==> src/design/slu_pkg.sv <==
// Package for the sorted unique line set: sizes, request and status codes,
// and the structs passed between the top level and its insertion cells.
// No dependencies.
`default_nettype none

package slu_pkg;

   localparam int CAPACITY  = 64;
   localparam int LINE_BITS = 20;
   localparam int COUNT_W   = $clog2(CAPACITY + 1);
   localparam int INDEX_W   = $clog2(CAPACITY);

   typedef logic [LINE_BITS-1:0] slu_line_type;
   typedef logic [COUNT_W-1:0]   slu_count_type;

   typedef enum logic [1:0] {
      REQ_INSERT = 2'd0,
      REQ_CLEAR  = 2'd1,
      REQ_READ   = 2'd2,
      REQ_NONE   = 2'd3
   } slu_req_type;

   typedef enum logic [2:0] {
      ST_OK      = 3'd0,
      ST_DUP     = 3'd1,
      ST_FULL    = 3'd2,
      ST_INVALID = 3'd3,
      ST_RANGE   = 3'd4
   } slu_status_type;

   // broadcast to every cell
   typedef struct packed {
      logic         shift_en;
      slu_line_type line;
   } slu_bcast_type;

   // handed from one cell to the next
   typedef struct packed {
      slu_line_type entry;
      logic         lt;
   } slu_link_type;

endpackage

`default_nettype wire

==> src/design/slu_cell.sv <==
// One cell of the insertion chain: holds one sorted entry, compares it with
// the broadcast line and takes the new line or its left neighbor on insert.
// Depends on slu_pkg.
`default_nettype none

module slu_cell
   import slu_pkg::*;
(
   input  wire logic          clock,
   input  wire slu_bcast_type bcast,
   input  wire logic          occupied,
   input  wire slu_link_type  prev,
   output slu_link_type       self,
   output logic               hit
);

   slu_line_type entry_ff;
   slu_line_type entry_in;

   assign self.entry = entry_ff;
   assign self.lt    = occupied && (entry_ff < bcast.line);
   assign hit        = occupied && (entry_ff == bcast.line);

   always_comb begin
      entry_in = entry_ff;
      if (bcast.shift_en && !self.lt) begin
         entry_in = prev.lt ? bcast.line : prev.entry;
      end
   end

   always_ff @(posedge clock) begin
      entry_ff <= entry_in;
   end

endmodule

`default_nettype wire

==> src/design/sorted_unique_line_set.sv <==
// Top level of the sorted unique line set: a chain of insertion cells plus
// request decode, count register and registered response.
// Depends on slu_pkg and slu_cell.
//
// Usage: a request (insert, clear or read) is taken at a rising edge where
// start is high and busy is low. busy stays low, so a request may be issued
// every cycle. Each request gives exactly one response, on the rsp_ ports
// with rsp_valid high for one cycle, in the cycle after the request, at a
// throughput of one request per cycle. An insert compares the line against
// all held entries at once in the cell chain; the cell at the insert point
// takes the new line and every cell above it takes its left neighbor's entry
// in the same edge. A read selects the entry at req_read_index from the
// chain. Responses cannot be held off by the receiver; each is shown for
// one cycle only. Reset (synchronous, active high) empties the set and drops
// any pending response; entry storage is not cleared, since slots at or
// above the count are never read.
`default_nettype none

module sorted_unique_line_set
   import slu_pkg::*;
(
   input  wire logic        clock,
   input  wire logic        reset,
   input  wire logic        start,
   output logic             busy,
   input  wire logic [1:0]  req_type,
   input  wire logic [19:0] req_line_number,
   input  wire logic [5:0]  req_read_index,
   output logic             rsp_valid,
   output logic [2:0]       rsp_status,
   output logic [19:0]      rsp_entry_line,
   output logic [6:0]       rsp_entry_count,
   output logic             rsp_set_empty
);

   slu_count_type  held_count_ff, held_count_in;
   logic           rsp_valid_ff;
   slu_status_type rsp_status_ff, rsp_status_in;
   slu_line_type   rsp_line_ff, rsp_line_in;

   slu_bcast_type          bcast;
   slu_link_type           link [CAPACITY+1];
   logic [CAPACITY-1:0]    hit;
   logic [CAPACITY-1:0]    occupied;
   slu_req_type            req;
   logic                   accept;
   logic                   is_dup;
   logic                   is_full;
   logic                   is_zero;
   logic                   ins_ok;
   logic [INDEX_W-1:0]     rd_idx;

   assign busy    = 1'b0;
   assign accept  = start && !busy;
   assign req     = slu_req_type'(req_type);
   assign rd_idx  = req_read_index[INDEX_W-1:0];

   assign bcast.line     = req_line_number[LINE_BITS-1:0];
   assign is_dup         = |hit;
   assign is_full        = (held_count_ff == COUNT_W'(CAPACITY));
   assign is_zero        = (bcast.line == '0);
   assign ins_ok         = accept && (req == REQ_INSERT) && !is_zero && !is_dup && !is_full;
   assign bcast.shift_en = ins_ok;

   assign link[0].entry = '0;
   assign link[0].lt    = 1'b1;

   for (genvar i = 0; i < CAPACITY; i++) begin : g_cell
      assign occupied[i] = (COUNT_W'(i) < held_count_ff);
      slu_cell u_cell (
         .clock    (clock),
         .bcast    (bcast),
         .occupied (occupied[i]),
         .prev     (link[i]),
         .self     (link[i+1]),
         .hit      (hit[i])
      );
   end

   always_comb begin
      held_count_in = held_count_ff;
      rsp_status_in = ST_OK;
      rsp_line_in   = '0;
      unique case (req)
         REQ_INSERT: begin
            if (is_zero) begin
               rsp_status_in = ST_INVALID;
            end else if (is_dup) begin
               rsp_status_in = ST_DUP;
            end else if (is_full) begin
               rsp_status_in = ST_FULL;
            end else begin
               held_count_in = held_count_ff + 1'b1;
            end
         end
         REQ_CLEAR: begin
            held_count_in = '0;
         end
         REQ_READ: begin
            if (COUNT_W'(rd_idx) < held_count_ff) begin
               rsp_line_in = link[COUNT_W'(rd_idx) + 1'b1].entry;
            end else begin
               rsp_status_in = ST_RANGE;
            end
         end
         default: begin
         end
      endcase
   end

   always_ff @(posedge clock) begin
      if (reset) begin
         held_count_ff <= '0;
         rsp_valid_ff  <= 1'b0;
      end else begin
         rsp_valid_ff <= accept;
         if (accept) begin
            held_count_ff <= held_count_in;
         end
      end
      if (accept) begin
         rsp_status_ff <= rsp_status_in;
         rsp_line_ff   <= rsp_line_in;
      end
   end

   assign rsp_valid       = rsp_valid_ff;
   assign rsp_status      = rsp_status_ff;
   assign rsp_entry_line  = 20'(rsp_line_ff);
   assign rsp_entry_count = 7'(held_count_ff);
   assign rsp_set_empty   = (held_count_ff == '0);

   a_count_bound: assert property (@(posedge clock) disable iff (reset)
      held_count_ff <= COUNT_W'(CAPACITY))
      else $error("count above capacity");

   a_one_rsp: assert property (@(posedge clock) disable iff (reset)
      accept |=> rsp_valid)
      else $error("request without response");

   a_no_rsp: assert property (@(posedge clock) disable iff (reset)
      !accept |=> !rsp_valid)
      else $error("response without request");

   a_ins_count: assert property (@(posedge clock) disable iff (reset)
      ins_ok |=> held_count_ff == $past(held_count_ff) + 1'b1)
      else $error("insert did not grow count");

   a_line_zero: assert property (@(posedge clock) disable iff (reset)
      rsp_valid && (rsp_status != ST_OK) |-> rsp_entry_line == '0)
      else $error("entry line set on failed request");

endmodule

`default_nettype wire

==> config.mk <==
export PLATFORM = sky130hd
export DESIGN_NAME = sorted_unique_line_set
export DESIGN_NICKNAME = d
export VERILOG_FILES = /design/src/design/slu_pkg.sv /design/src/design/slu_cell.sv /design/src/design/sorted_unique_line_set.sv
export SDC_FILE = /design/constraint.sdc
export NUM_CORES = 2
export LEC_CHECK = 0
export ABC_AREA = 1
export BUFFER_PORTS_ARGS = -buffer_cell sky130_fd_sc_hd__buf_4
export CORE_UTILIZATION = 30
export CTS_BUF_LIST = sky130_fd_sc_hd__clkbuf_4
export DETAILED_ROUTE_END_ITERATION = 8
export GPL_TIMING_DRIVEN = 1
export PLACE_DENSITY_LB_ADDON = 0.08
export SLEW_MARGIN = 10
export SYNTH_ARGS = -nofsm -noshare
export SYNTH_HDL_FRONTEND = slang
export SYNTH_HIERARCHICAL = 1
export SYNTH_SLANG_ARGS = --single-unit
==> constraint.sdc <==
create_clock -name clock -period 11.86 [get_ports clock]
set_clock_uncertainty 0.2 [all_clocks]
set_input_delay 0.593 -clock clock [delete_from_list [all_inputs] [get_ports clock]]
set_output_delay 0.593 -clock clock [all_outputs]
set_load 0.005 [all_outputs]
======== Word level (Yosys, flattened, before mapping) ========
Cells that the tools add are included.
cells by class
  order comparisons ....................... 130
  bitwise operators ....................... 1
  mux-type cells .......................... 75
  equality and inequality tests ........... 70
  add/subtract/negate cells ............... 2
  reductions and logical operators ........ 270
operators by type and width
  operator                                           number
  == test 20 bit                                     64
  < comparator 20 bit                                64
  2-to-1 mux 20 bit                                  63
  < comparator 6 x 7 -> 1 bit, first input constant  32
  logical AND 1 bit                                  196
  binary-select mux 21 bit (select 7 bit)            1
  < comparator 5 x 7 -> 1 bit, first input constant  16
  zero test 1 bit                                    67
  OR reduction 64 bit                                1
  < comparator 4 x 7 -> 1 bit, first input constant  8
  2-to-1 mux 21 bit                                  2
  < comparator 3 x 7 -> 1 bit, first input constant  4
  2-to-1 mux 7 bit                                   3
  zero test 20 bit                                   1
  < comparator 1 x 7 -> 1 bit, first input constant  2
  < comparator 2 x 7 -> 1 bit, first input constant  2
  one-hot mux 7 bit (2 select lines)                 1
  >= comparator 8 bit, second input constant         1
  NOT 7 -> 8 bit                                     1
  adder 6 x 1 -> 7 bit, second input constant        1
  adder 7 x 1 -> 7 bit, second input constant        1
  == test 7 bit, second input constant               1
  zero test 7 bit                                    1
  < comparator 6 x 7 -> 1 bit                        1
  10 further kinds                                   14
word-level totals
  input bits .............................. 31
  register bits after elaboration ......... 1311

======== Depth between registers and ports, before layout ========
  word-level depth ........................ 7
  mapped depth ............................ 20

======== Hierarchy ========
The synthesis kept the hierarchy.
modules (own cells, without submodules)
  module                  area each (um^2)  instances  cells each
  slu_cell                1395.1            64         166
  sorted_unique_line_set  17409.2           1          4061

======== Worst setup path after synthesis ========
Ideal clock, no wire load.
  path kind ............................... register -> register
  from .................................... register held_count_ff[6], in the netlist rsp_entry_count[6]
  to ...................................... register g_cell[0].u_cell.entry_ff[0] (enable)
  data arrival time ....................... 5044 ps
  buffers on the path ..................... 1
  period minus slack after synthesis ...... 5625 ps
  cell stages (with the launch flop) ...... 19
  data required time ...................... 11279 ps
  setup time .............................. 381 ps
  setup slack ............................. 6235 ps
  cell sequence ........................... dfxtp_1 -> clkbuf_1 -> nor2_1 -> inv_1 -> nor2_1 -> inv_1 -> o21ai_0 -> inv_1 -> nand3_1 -> nor4_1 -> nor2_1 -> nand2_1 -> nor2_1 -> nand2_1 -> nor3_1 -> nand3_1 -> nor2_1 -> inv_1 -> nor2_2
between the ends
  word-level cells in the longest chain between the ends .. 7
  elaborated cells on any way between the ends .. 137
  those cells by class .................... order compare (64); eq/ne (1); reduce/logical (72)
RTL lines
  item                            RTL line                       text
  start: declaration              sorted_unique_line_set.sv:36   slu_count_type held_count_ff, held_count_in;
  start signal: assignment        sorted_unique_line_set.sv:118  held_count_ff <= held_count_in;
  < comparator 5 x 7 -> 1 bit     sorted_unique_line_set.sv:69   assign occupied[i] = (COUNT_W'(i) < held_count_ff);
  via occupied[31]                sorted_unique_line_set.sv:44   logic [CAPACITY-1:0] occupied;
  logical AND 1 bit               slu_cell.sv:22                 assign hit = occupied && (entry_ff == bcast.line);
  OR reduction 64 bit             sorted_unique_line_set.sv:59   assign is_dup = |hit;
  zero test 1 bit                 sorted_unique_line_set.sv:62   assign ins_ok = accept && (req == REQ_INSERT) && !is_zero && !is_dup && !is_full;
  logical AND 1 bit (2 in a row)  sorted_unique_line_set.sv:62
  via ins_ok                      sorted_unique_line_set.sv:50   logic ins_ok;
  logical AND 1 bit               slu_cell.sv:26                 if (bcast.shift_en && !self.lt) begin
  end signal: assignment          slu_cell.sv:32                 entry_ff <= entry_in;
  end: declaration                slu_cell.sv:17                 slu_line_type entry_ff;
The timed path passes the listed nets, and every way through them passes these cells.
A chain may end at the register's enable or synchronous reset.

======== Final worst setup path ========
  from .................................... register held_count_ff[2], in the netlist rsp_entry_count[2]
  to ...................................... register g_cell[4].u_cell.entry_ff[14] (enable)
between the ends
  word-level cells in the longest chain between the ends .. 7
  elaborated cells on any way between the ends .. 137
  those cells by class .................... order compare (64); eq/ne (1); reduce/logical (72)
RTL lines
  item                            RTL line                      text
  < comparator 6 x 7 -> 1 bit     sorted_unique_line_set.sv:69
  via occupied[46]                sorted_unique_line_set.sv:44
  logical AND 1 bit               slu_cell.sv:22
  via hit[46]                     sorted_unique_line_set.sv:43  logic [CAPACITY-1:0] hit;
  OR reduction 64 bit             sorted_unique_line_set.sv:59
  zero test 1 bit                 sorted_unique_line_set.sv:62
  logical AND 1 bit (2 in a row)  sorted_unique_line_set.sv:62
  via ins_ok                      sorted_unique_line_set.sv:50
  logical AND 1 bit               slu_cell.sv:26
  end signal: assignment          slu_cell.sv:32
  end: declaration                slu_cell.sv:17
The timed path passes the listed nets, and every way through them passes these cells.

==> flow_metrics.py <==
metrics = {
    "yosys": {
        "dominant_combinational_cell_family_by_area_after_synthesis": "simple AND/OR/NAND/NOR gates",
        "synth-adder-area-share_pct": 15.10,
        "synthSimpleGateAreaFrac_pct": 27.26,
        "synthDistinctLibCells": 34,
        "ys_ff_latch": 1311,
        "synth_compound_area_share_pct": 8.496,
        "synthesis.yosys.warnings": 6,
        "synthXorXnorAreaFrac_pct": 0.05746,
        "synth_seq_area_share_pct": 36.82,
        "post_synth_mux_area_share_pct": 0.6755,
        "syn_area_per_cell_sq_um": 7.266,
        "synthesis.area_sq_um": 106700,
        "post_synth_inst_count": 14685,
    },
    "clocking": {
        "cts_tree": "done",
        "clock_sinks": 1311,
        "number_of_h_tree_branching_levels": 5,
        "worst_skew_pair.late_latency_ns": 1.50,
        "clk_transition_reported_paths_ns": 0.07,
        "postCtsResizedCells": 0,
        "number_of_buffers_added_by_the_clock_tree_synthesis_step": 427,
        "cts_root_buffer": "sky130_fd_sc_hd__clkbuf_4",
        "cts_buffer_depth": 4,
    },
    "finish": {
        "most-common-layout-cells": "sky130_fd_sc_hd__nand2_1 (3,888), sky130_fd_sc_hd__inv_1 (2,650), sky130_fd_sc_hd__a21oi_1 (1,711), sky130_fd_sc_hd__nor2_1 (1,663), sky130_fd_sc_hd__edfxtp_1 (1,303)",
        "final.fill_count": 38711,
        "final_cell_area_sq_um": 118300,
        "finish.utilization_pct": 33.48,
        "most_common_cell_after_layout_fill_and_taps_aside": "sky130_fd_sc_hd__nand2_1",
        "fin_nets": 16206,
        "drive_gt1_share_pct": 8.900,
        "synthToLayoutAreaGrowth_pct": 10.85,
    },
    "place": {
        "port_buffers": 62,
        "finalWeightedCongestion": 0.9141,
        "area_after_dpl_sq_um": 112500,
        "pre_cts_slack_ns": 4.582,
        "dp_wirelength_um": 315900,
    },
    "worst_setup_path": {
        "critical_path.slowest_cell": "sky130_fd_sc_hd__nor2_2",
        "worstSetupStartpointType": "register",
        "crit_path_max_incr_delay_ns": 0.95,
        "cp_cell_sequence": "buf_4, nand2_2, nor2_1, inv_1, a21oi_1, nand3_1, nor4_1, nor2_1, nand4_1, nor3_1, nand3_1, nor2_4, buf_4, inv_1, nor2_2",
        "cp-end-kind": "register",
        "worst_ep_arrival_time_ns": 8.03,
        "rrSetupSlack_ns": 4.65,
        "cp_data_required_time_ns": 12.68,
        "crit_path_max_fanout": 35,
        "critical_path_class": "reg2reg",
    },
    "floorplanning": {
        "boundaryPins": 64,
        "die_y_um": 598.4,
        "die-area_sq_um": 358000,
        "chipWidth_um": 598.4,
        "floorplan.core_area_sq_um": 353200,
        "initial_core_utilization_pct": 30.21,
        "fp-row-count": 218,
    },
    "hold_path": {
        "hold_crit_class": "in2reg",
    },
    "grt": {
        "grt_remaining_overflow": 0,
        "vias_in_the_first_global_route": 90749,
        "grt_first_pass_wirelength_um": 636900,
        "grtUsageTotal_pct": 24.25,
        "grt_antenna_before_repair": 29,
        "grt_max_degree": 120,
    },
    "sta": {
        "timing.final.hold_violations": 0,
        "relSlewSlack_pct": 11.38,
        "timing.final.setup_violations": 0,
        "post-route-period-util_pct": 60.79,
        "max_freq_mhz": 138.7,
        "worst_slew_pin_slew_ns": 1.326,
        "timing.final.ws_setup_ns": 4.650,
        "fin_tns_setup_ns": 0,
        "final-max-slew-violation-count": 0,
        "min_period_ns": 7.210,
        "grt_setup_unrepaired": "false",
    },
    "detailed_routing": {
        "drtIter0Drc": 7464,
        "vias_cell": 4.700,
        "detailedRoute.firstPassIterationCount": 6,
        "vias": 93629,
        "remaining_drc_errors": 0,
        "route.antenna.remaining_nets": 0,
        "finalWirelength_um": 441600,
        "drt-wirelength-per-cell_um": 22.17,
    },
    "power_and_ir_drop": {
        "power_density_nw_per_um2": 104.8,
        "peak_supply_drop_uv": 60.98,
        "post-layout-total-power_mw": 12.39,
        "static-leakage-power_nw": 59.25,
    },
    "job": {
        "timing.max_cap.violations": 0,
    },
    "status": {
        "run_status": "completed",
    },
}
[timing repair]
item                      in CTS  in global routing
setup buffers                  0                  0
hold buffers                  56                  0
hold endpoints to repair    1113                  0
[where the power goes]
part	switching [mW]	leakage, nW	total (mW)	internal, mW
sequential	0.129	12.0	5.35	5.22
clock	2.39	3.09	4.80	2.42
combinational	1.63	44.1	2.24	0.616
[worst paths after layout]
path                            cells past startpoint                        endpoint                            from
worst min-delay path                                4  g_cell[57].u_cell/entry_ff[10]             req_line_number[10]
worst min register to register                      2  g_cell[35].u_cell/entry_ff[12]  g_cell[34].u_cell/entry_ff[12]
worst max register to register                     15   g_cell[4].u_cell/entry_ff[14]              rsp_entry_count[2]
worst max-delay path                               15   g_cell[4].u_cell/entry_ff[14]              rsp_entry_count[2]
[synth_stat cells]
cell                       number  area [sq um]
sky130_fd_sc_hd__nand3_1      919          4599
sky130_fd_sc_hd__o21ai_1        1         5.000
sky130_fd_sc_hd__nor3b_1        1         7.510
sky130_fd_sc_hd__o21ai_0       91         455.4
sky130_fd_sc_hd__nand4_1        6         37.54
sky130_fd_sc_hd__clkinv_1       2         7.510
sky130_fd_sc_hd__nor2_1      1668          6261
sky130_fd_sc_hd__mux2_1        64         720.7
sky130_fd_sc_hd__o211ai_1       1         7.510
sky130_fd_sc_hd__nand3b_1       1         7.510
sky130_fd_sc_hd__o21a_1         1         7.510
sky130_fd_sc_hd__a21oi_1     1712          8568
sky130_fd_sc_hd__nor4_1        66         412.9
sky130_fd_sc_hd__buf_4          2         15.01
sky130_fd_sc_hd__ha_1        1288         16120
sky130_fd_sc_hd__inv_1       2650          9947
sky130_fd_sc_hd__a211oi_1       1         7.510
sky130_fd_sc_hd__edfxtp_1    1303         39130
sky130_fd_sc_hd__conb_1         2         7.510
sky130_fd_sc_hd__nand2_1     3890         14600
sky130_fd_sc_hd__xnor2_1        3         26.28
sky130_fd_sc_hd__buf_1         21         78.83
sky130_fd_sc_hd__nand2_2      192          1201
sky130_fd_sc_hd__nor3_2         1         10.01
sky130_fd_sc_hd__inv_2          4         15.01
sky130_fd_sc_hd__xor2_1         4         35.03
sky130_fd_sc_hd__dfxtp_1        8         160.2
sky130_fd_sc_hd__nor2_4        64         720.7
sky130_fd_sc_hd__o21bai_1       1         7.510
sky130_fd_sc_hd__a31oi_1        1         6.260
sky130_fd_sc_hd__buf_2        269          1346
sky130_fd_sc_hd__nor3_1         5         25.02
sky130_fd_sc_hd__nor2_2       192          1201
sky130_fd_sc_hd__clkbuf_1     251         942.2
[area by class of cell]
cell class | instances | area, sq um | share of cell area, %
Multi-Input combinational cell | 10197 | 55250 | 46.71
Inverter | 2656 | 9986 | 8.443
Timing Repair Buffer | 294 | 2676 | 2.263
Sequential cell | 1311 | 39290 | 33.22
Tap cell | 4730 | 5918 | 5.004
Clock inverter | 103 | 480.5 | 0.4062
Clock buffer | 619 | 4647 | 3.929
Antenna cell | 11 | 27.53 | 0.02327
[worst max-delay path, delay by kind of cell, from the launching register on]
family | cells | cell delay (ns)
AOI/OAI and AO/OA | 1 | 0.40
buffers and inverters | 4 | 1.85
DFF | 1 | 0.34
and+or+nand+nor | 10 | 3.96
[metrics by stage]
stage	hold slack, ns	cells
6_report	0.1889	19921
5_1_grt	0.1394	19914
2_1_floorplan	0.3193	14707
3_3_place_gp	0.3628	19132
3_5_place_dp	0.3647	19132
4_1_cts	0.002863	19910
[sequential cells by signal, indices dropped and copies added (netlist names)]
name	flops
rsp_valid	1
rsp_status	3
g_cell.u_cell/entry_ff	1280
rsp_entry_line	20
rsp_entry_count	7
[per-layer routing]
layer / global-route usage (%) / wire (um) / vias up
li1: - / - / 47468
met1: 32.41 / 200700 / 43361
met2: 40.29 / 204400 / 2147
met3: 3.342 / 21920 / 637
met4: 7.667 / 14480 / 16
met5: 0 / 108 / -
[cell families (layout without fill, tap and decap cells)]
| group | count (synthesis) | after routing |
|---|---|---|
| buffers and inverters | 3199 | 3672 |
| AOI/OAI and AO/OA | 1809 | 1809 |
| DFF | 1311 | 1311 |
| and+or+nand+nor | 7005 | 7005 |
| other | 2 | 35 |
| adders and majority gates | 1288 | 1288 |
| xor gates and xnor gates | 7 | 7 |
| muxes | 64 | 64 |
Power figures use the tool's default switching activity.
